===== src/hdl/sequential_list_engine_top_defines.svh =====
// Assertion macros for the sequential list engine.
// Uses the clk and rst_n names of the module that includes it.
`ifndef SEQUENTIAL_LIST_ENGINE_TOP_DEFINES_SVH
`define SEQUENTIAL_LIST_ENGINE_TOP_DEFINES_SVH

// check an expression at every clock edge out of reset
`define SLE_ASSERT_ALWAYS(label, expr, msg) \
    label: assert property (@(posedge clk) disable iff (!rst_n) (expr)) else $error(msg);

// check a consequence in the same cycle
`define SLE_ASSERT_IMPL(label, ante, cons, msg) \
    label: assert property (@(posedge clk) disable iff (!rst_n) (ante) |-> (cons)) \
        else $error(msg);

// check a consequence in the next cycle
`define SLE_ASSERT_NEXT(label, ante, cons, msg) \
    label: assert property (@(posedge clk) disable iff (!rst_n) (ante) |=> (cons)) \
        else $error(msg);

`endif


===== src/hdl/sle_pkg.sv =====
// Shared types and constants of the sequential list engine.
// No dependencies.
package sle_pkg;

    localparam int CAPACITY_DEF   = 64;
    localparam int DATA_WIDTH_DEF = 32;

    localparam int KIND_W   = 3;
    localparam int POS_W    = 7;
    localparam int VAL_W    = 32;
    localparam int STATUS_W = 2;
    localparam int FIDX_W   = 6;
    localparam int CNT_W    = 7;
    localparam int SCAN_W   = 8;

    typedef enum logic [KIND_W-1:0] {
        KIND_INSERT = 3'd0,
        KIND_ERASE  = 3'd1,
        KIND_FIND   = 3'd2,
        KIND_PUSH   = 3'd3,
        KIND_POP    = 3'd4
    } kind_t;

    typedef enum logic [STATUS_W-1:0] {
        ST_OK      = 2'd0,
        ST_FULL    = 2'd1,
        ST_BAD     = 2'd2,
        ST_MISSING = 2'd3
    } status_t;

    typedef struct packed {
        logic ins;
        logic ers;
    } cell_op_t;

endpackage


===== src/hdl/sle_cell.sv =====
// One storage cell of the list chain: holds an entry, shifts with its neighbors,
// compares against the search value. Depends on sle_pkg.
module sle_cell #(
    parameter int DATA_WIDTH = sle_pkg::DATA_WIDTH_DEF,
    parameter int CMP_W      = sle_pkg::POS_W,
    parameter int IDX        = 0
) (
    input  logic                  clk,
    input  sle_pkg::cell_op_t     op,
    input  logic [CMP_W-1:0]      pos,
    input  logic [DATA_WIDTH-1:0] value,
    input  logic [DATA_WIDTH-1:0] lo_data,
    input  logic [DATA_WIDTH-1:0] hi_data,
    output logic [DATA_WIDTH-1:0] data,
    output logic                  match
);

    localparam logic [CMP_W-1:0] MY_IDX = CMP_W'(IDX);

    logic [DATA_WIDTH-1:0] data_reg;
    logic [DATA_WIDTH-1:0] data_next;

    always_comb
    begin
        data_next = data_reg;
        if (op.ins)
        begin
            if (MY_IDX > pos)
            begin
                data_next = lo_data;
            end
            else if (MY_IDX == pos)
            begin
                data_next = value;
            end
        end
        else if (op.ers)
        begin
            if (MY_IDX >= pos)
            begin
                data_next = hi_data;
            end
        end
    end

    always_ff @(posedge clk)
    begin
        data_reg <= data_next;
    end

    assign data  = data_reg;
    assign match = (data_reg == value);

endmodule


===== config.mk =====
export PLATFORM = sky130hd
export DESIGN_NAME = sle_cell
export DESIGN_NICKNAME = d
export VERILOG_FILES = /design/src/hdl/sequential_list_engine_top_defines.svh /design/src/hdl/sle_pkg.sv /design/src/hdl/sle_cell.sv
export SDC_FILE = /design/constraint.sdc
export NUM_CORES = 1
export LEC_CHECK = 0
export ABC_AREA = 1
export BUFFER_PORTS_ARGS = -buffer_cell sky130_fd_sc_hd__buf_4
export CAP_MARGIN = 20
export CORE_AREA = 3 3 71 73
export CTS_CLUSTER_SIZE = 40
export DETAILED_ROUTE_END_ITERATION = 12
export DIE_AREA = 0 0 74 76
export HOLD_SLACK_MARGIN = 0.06
export PLACE_DENSITY = 0.83
export SLEW_MARGIN = 20
export SYNTH_ARGS = -nofsm -noshare
export SYNTH_HDL_FRONTEND = slang
export SYNTH_SLANG_ARGS = --single-unit

===== constraint.sdc =====
create_clock -name clk -period 10.3 [get_ports clk]
set_input_delay 2.06 -clock clk [delete_from_list [all_inputs] [get_ports clk]]
set_output_delay 2.06 -clock clk [all_outputs]
set_load 0.005 [all_outputs]

# Word level (Yosys, flattened, before mapping)
# Cells that the tools add are included.
[totals]
reg_bits = 32
input_bits = 106
output_inout_bits = 33
word_cells = 14
[classes]
order_cmp = 2
n_eq_ne = 2
n_mux = 5
reduce_logical = 4
[op_table]
columns = ["op", "n"]
rows = [
  ["two-way mux 32 bit", 5],
  ["equality test 32 bit", 1],
  ["greater-or-equal comparator 1 x 7 -> 1 bit, first input constant", 1],
  ["> comparator 1 x 7 -> 1 bit, first input constant", 1],
  ["logical NOT 7 bit", 1],
  ["nonzero test 2 bit", 2],
  ["!= test 3 x 1 -> 1 bit, second input constant", 1],
  ["AND reduction 3 bit", 1],
]

# Longest topological paths before layout
# Gate-level depths: netlist of the first run.
[logic_depth]
ltp_word = 4
mapped_depth = 8
depth_no_buf = 8

# Worst setup path before layout of the first run
# OpenSTA, ideal clock, no wires.
[synth_path]
path_type = "input-to-reg"
from = "in pos[3]"
to = "reg data_reg[0], in the netlist data[0] (enable)"
setup_ps = 505
t_arrival_ps = 5307
setup_slack_ps = 4489
path_stages = 3
n_path_buf = 0
path_cell_list = "nor2_1 o211ai_1 nor4_1"
[synth_via]
elab_chain_cells = 3
elab_cells_between_ends = 6
classes_between = "order compare (2); eq/ne (1); reduce/logical (3)"
[synth_lines]
columns = ["item", "line_no", "source"]
rows = [
  ["from (decl)", "sle_cell.sv:10", "input logic [CMP_W-1:0] pos,"],
  ["> comparator 1 x 7 -> 1 bit (tied with other cells)", "sle_cell.sv:28", "if (MY_IDX > pos)"],
  ["!= test 3 x 1 -> 1 bit (no source line) or nonzero test 2 bit (tied branches)", "-", ""],
  ["AND reduction 3 bit (no source line) *", "-", ""],
  ["to (signal assigned)", "sle_cell.sv:48", "data_reg <= data_next;"],
  ["to (decl)", "sle_cell.sv:20", "logic [DATA_WIDTH-1:0] data_reg;"],
]
# Every way passes the cells marked *; elsewhere a longest branch is shown, timed or not.
# A chain may end at the register's enable or synchronous reset.

# Worst setup path after layout of the first run
[layout_path]
from = "in value[21]"
to = "out match"
[layout_via]
elab_chain_cells = 1
[layout_lines]
columns = ["item", "line_no", "source"]
rows = [
  ["from (decl)", "sle_cell.sv:11", "input logic [DATA_WIDTH-1:0] value,"],
  ["equality test 32 bit", "sle_cell.sv:52", "assign match = (data_reg == value);"],
  ["to (decl)", "sle_cell.sv:15", "output logic match"],
]
# Every way passes these cells.

==> flow_summary.yaml, run 1 <==
clocking:
  clockBufferDepth: 2
  cts.sinks: 32
  cts_buffers: 5
  cts_tree: "done"
  root_buffer: "clkbuf_8"
  post_cts_buffers: 0
  holdBufCountCts: 0
  clk_pin_slew_worst_paths_ns: 0.07
  post_cts_resized: 0
  h-tree-depth: 2
sta:
  rsz0062_at_grt: "false"
  hold_violations: 0
  fmax_ghz: 0.202
  worstMarginPinSlew_ns: 0.874
  slew_viol_final: 0
  fin_crit_ns: 4.95
  relSlewSlack: 0.417
  tns_ns: 0
  setup_viol: 0
  fin_crit_sh: 0.480
job:
  cap_violations: 0
pwr:
  p_sw_frac: 0.228
  power_frac_comb: 0.165
  total_power_w: 0.000283
  share_seq_of_total_power: 0.514
  leakage_nw: 1.61
  clkPwrFrac: 0.321
  irDropWorstVdd_v: 0.0000733
  p_per_area_nw_per_um2: 97.1
  p_sw_w: 0.0000646
  power.internal_w: 0.000218
drt:
  num_vias: 2029
  routedWlPerCell_microns: 10.8
  drt.antenna.violating_nets: 0
  via_per_inst: 4.51
  wirelength_mm: 4.85
  drt_iter0_markers: 135
  remaining_drc_errors: 0
  firstDrtPassIters: 4
synth:
  yosysWarnings: 0
  yosys.area.top_type_share: 0.478
  synth_cell_types: 13
  avgSynthCellArea_sq_um: 6.95
  yosys-top-cells-area: "edfxtp_1, nand2_1, inv_1, o21ai_1, nor2_1"
  ys_seq_area_frac: 0.478
  ys_ff_latch: 32
  yosysTopAreaCell: "edfxtp_1"
  syn_nets: 395
  netlist_area_sq_um: 2010
  syn_inst: 289
cells_and_area:
  diodes: 0
  drive_gt1_frac: 0.286
  final_common_cell: "nand2_1"
  final_cell_mix: "nand2_1, buf_4, inv_1"
  fin_cells: 450
  synthToLayoutAreaGrowth_pct: 45.1
  final_cell_area_sq_um: 2920
  final_net_count: 503
  largest_reg_flops: 32
outcome:
  status: "finished, final reports clean"
floorplan:
  io_pins: 139
  die-height_microns: 76
  rows: 24
  fp.dieW_microns: 74
  start_util: 0.455
  dieArea_sq_um: 5620
  core_area_sq_um: 4410
placed_design:
  place_area_sq_um: 2840
  placed_cells: 442
  dp_hpwl_mm: 3.82
  finalWeightedCongestion: 0.730
  io_buffers: 106
global_route:
  grt_max_degree: 62
  grt_use_total: 0.179
  antenna_found_initial: 0
  overflow: 0
  grt_pass1_vias: 1926
  grt_pass1_wl_mm: 7.98
worst_hold_path:
  min_from: "hi_data[22]"
  hold_path_end: "data[22]"
  holdPathStages: 3
  hold_path_class: "in -> reg"
worst_setup_path:
  cp-start-kind: "primary input"
  critical_path_class: "in -> out"
  endpoint_kind: "primary output"
  cp.arrival_ns: 2.89
  required_ns: 8.24
  worstPathMaxFanout: 2
[power by group through the flow]
stage          combinational (W)  clock [W]  sequential (W)
6_report               0.0000467  0.0000908        0.000146
5_1_grt                0.0000533   0.000100        0.000146
4_1_cts                0.0000472  0.0000942        0.000146
3_5_place_dp           0.0000472          0        0.000148
3_3_place_gp           0.0000456          0        0.000148
2_1_floorplan          0.0000206          0        0.000148
[cell families (layout without fill, tap and decap cells)]
logic type	count (synthesis)	after routing	share of synthesized area
simple gates	159	159	0.298
xor+xnor	3	3	0.0131
buf+inv	65	174	0.134
compound gates	30	30	0.0760
flops	32	32	0.478
[cells in the mapped netlist]
cell / number
nand2_1: 135
inv_1: 58
edfxtp_1: 32
nor2_1: 23
o21ai_1: 18
o21ai_0: 11
buf_6: 3
xor2_1: 3
buf_2: 2
clkbuf_2: 1
inv_2: 1
nor4_1: 1
o211ai_1: 1
[metrics by stage]
step	util	hold slack, ns	worst slack, ns
2_1_floorplan	-	2.24	4.49
3_3_place_gp	0.642	2.32	5.34
3_5_place_dp	0.642	2.34	5.33
4_1_cts	0.660	2.04	5.32
5_1_grt	0.660	2.05	5.18
6_report	0.660	2.05	5.35
[worst max path at each step]
stage / startpoint / end / cells past startpoint
after floorplan: pos[3] / data[0] / 3
after global placement: value[21] / match / 10
after detailed placement: value[21] / match / 10
after CTS: value[21] / match / 10
after global routing: value[21] / match / 10
final: value[21] / match / 10
[final cells by class]
class                   instances  area (sq um)
flip-flops and latches         32           961
fillers                       397          1500
well taps                      52          65.1
clock buffers                   7          76.3
clock inverters                 1          3.75
inverters                      59           221
repair buffers                107           803
multi-input cells             192           785
[layer usage]
| metal | part of all wire | global-route usage | up-vias |
|---|---|---|---|
| li1 | - | - | 1083 |
| met1 | 0.41 | 0.212 | 868 |
| met2 | 0.49 | 0.309 | 73 |
| met3 | 0.093 | 0.0554 | 5 |
| met4 | 0.0070 | 0.0435 | 0 |
| met5 | 0 | 0 | - |
[worst max-delay path: stages]
cell	delay [ns]
buf_4	0.08
inv_1	0.05
nand2_1	0.05
nand2_1	0.05
nor2_1	0.13
nand2_1	0.07
nor2_1	0.12
nand2_1	0.06
nor2_1	0.10
buf_4	0.12
(Power assumes the default switching activity.)
==> run 2, diff against run 1 <==
--- a/config.mk
+++ b/config.mk
@@ -8,12 +8,12 @@
 export ABC_AREA = 1
 export BUFFER_PORTS_ARGS = -buffer_cell sky130_fd_sc_hd__buf_4
 export CAP_MARGIN = 20
-export CORE_AREA = 3 3 71 73
+export CORE_AREA = 3 3 77 79
 export CTS_CLUSTER_SIZE = 40
 export DETAILED_ROUTE_END_ITERATION = 12
-export DIE_AREA = 0 0 74 76
+export DIE_AREA = 0 0 80 82
 export HOLD_SLACK_MARGIN = 0.06
-export PLACE_DENSITY = 0.83
+export PLACE_DENSITY = 0.74
 export SLEW_MARGIN = 20
 export SYNTH_ARGS = -nofsm -noshare
 export SYNTH_HDL_FRONTEND = slang
==> constraint.sdc (replaced) <==
create_clock -name clk -period 4.05 [get_ports clk]
set_input_delay 0.81 -clock clk [delete_from_list [all_inputs] [get_ports clk]]
set_output_delay 0.81 -clock clk [all_outputs]
set_load 0.005 [all_outputs]
==> run 2 against run 1 <==
Design area is 1.0% higher. Clock power is 140% higher. First-iteration DRC count is 70% lower. Via count is 0.94% lower. Critical path type unchanged. Highest routed layer unchanged. Critical path depth stayed put. Wire length is 0.64% higher.
==> flow_summary.yaml, run 2 (synthesis gave the netlist of run 1 again) <==
floorplan:
  dieArea_sq_um: 6560
  die-height_microns: 82
  core_area_sq_um: 5410
  io_pins: 139
  fp.dieW_microns: 80
  start_util: 0.372
  rows: 27
worst_setup_path:
  cpMostUsedCell: "nand2_1"
  critical_path_class: "in -> out"
  crit_buf_inv: 3
  cp-start-kind: "primary input"
  endpoint_kind: "primary output"
  required_ns: 3.24
  timing.critical_path.cells: "buf_4 -> inv_1 -> nand2_1 -> nand2_1 -> nor2_1 -> nand2_1 -> nor2_1 -> nand2_1 -> nor2_1 -> buf_4"
  critPathMaxStageDelay_ns: 0.14
  crit_family: "simple AND/OR/NAND/NOR gates"
  cp.arrival_ns: 1.63
  slowest_stage: "nor2_1"
  worstPathMaxFanout: 2
  startpoint: "value[21]"
global_route:
  antenna_found_initial: 0
  overflow: 0
  grt_pass1_wl_mm: 7.86
  grt_use_total: 0.152
  grt_pass1_vias: 1917
  grt_max_degree: 62
pwr:
  irDropWorstVdd_v: 0.000125
  p_per_area_nw_per_um2: 242
  total_power_w: 0.000712
  leakage_nw: 1.61
clocking:
  clk_pin_slew_worst_paths_ns: 0.06
  clockBufferDepth: 2
  cts.sinks: 32
  root_buffer: "clkbuf_8"
  holdBufCountCts: 0
  post_cts_resized: 0
  cts_tree: "done"
  post_cts_buffers: 0
  h-tree-depth: 2
  cts_buffers: 5
drt:
  num_vias: 2010
  drt_iter0_markers: 41
  routedWlPerCell_microns: 10.4
  remaining_drc_errors: 0
  wirelength_mm: 4.88
  firstDrtPassIters: 4
  via_per_inst: 4.29
  drt.antenna.violating_nets: 0
placed_design:
  placed_cells: 462
  io_buffers: 106
  finalWeightedCongestion: 0.700
  dp_hpwl_mm: 3.88
  preCtsSetupSlack_ns: 1.59
cells_and_area:
  fin_cells: 469
  final_util: 0.545
  final_net_count: 503
  final_common_cell: "nand2_1"
  multi_input_area_sq_um: 793
  largest_reg_flops: 32
  drive_gt1_frac: 0.287
  synthToLayoutAreaGrowth_pct: 46.6
  seqCellArea_sq_um: 961
  final_cell_mix: "nand2_1, buf_4, inv_1"
  diodes: 0
  nFillCells: 556
sta:
  hold_violations: 0
  tns_ns: 0
  setup_viol: 0
  fin_crit_ns: 2.44
  relSlewSlack: 0.411
  fmax_ghz: 0.410
  slew_viol_final: 0
  worstMarginPinSlew_ns: 0.882
  fin_crit_sh: 0.603
  setup_slack_ns: 1.61
  rsz0062_at_grt: "false"
worst_hold_path:
  min_from: "hi_data[28]"
  hold_path_class: "in -> reg"
outcome:
  status: "finished, final reports clean"
job:
  cap_violations: 0
run 2: changes by cell type in the layout (fill, tap and decap cells not counted), sizes merged:
cell / before / now
clkinv: 1 / 2
clkbuf: 7 / 5
run 2: metal layers:
layer	up-vias	global-route usage	wire length (microns)
li1	1085	-	-
met4	0	0.0574	43
met2	70	0.272	2450
met3	6	0.0362	387
met5	-	0	0
met1	849	0.177	2000
run 2: power breakdown:
part	internal (W)	switching, W
clock	0.000113	0.000109
combinational	0.0000672	0.0000521
sequential	0.000369	0.00000126
run 2: through the flow:
step,hold WS [ns],instance area [sq um]
floorplan,0.989,2020
global placement,1.07,2870
detailed placement,1.08,2870
CTS,0.783,2950
global route,0.797,2950
finish,0.791,2950
run 2: path summary, 6_finish.rpt:
kind	slack (ns)	cells after the start	end
setup / recovery	1.61	10	match
hold / removal	0.79	3	data[28]
run 2: layout make-up:
type,instances,share of cell area
well taps,72,0.0306
clock inverters,2,0.00255
multi-input cells,192,0.269
inverters,59,0.0752
repair buffers,107,0.273
clock buffers,5,0.0234
flip-flops and latches,32,0.326
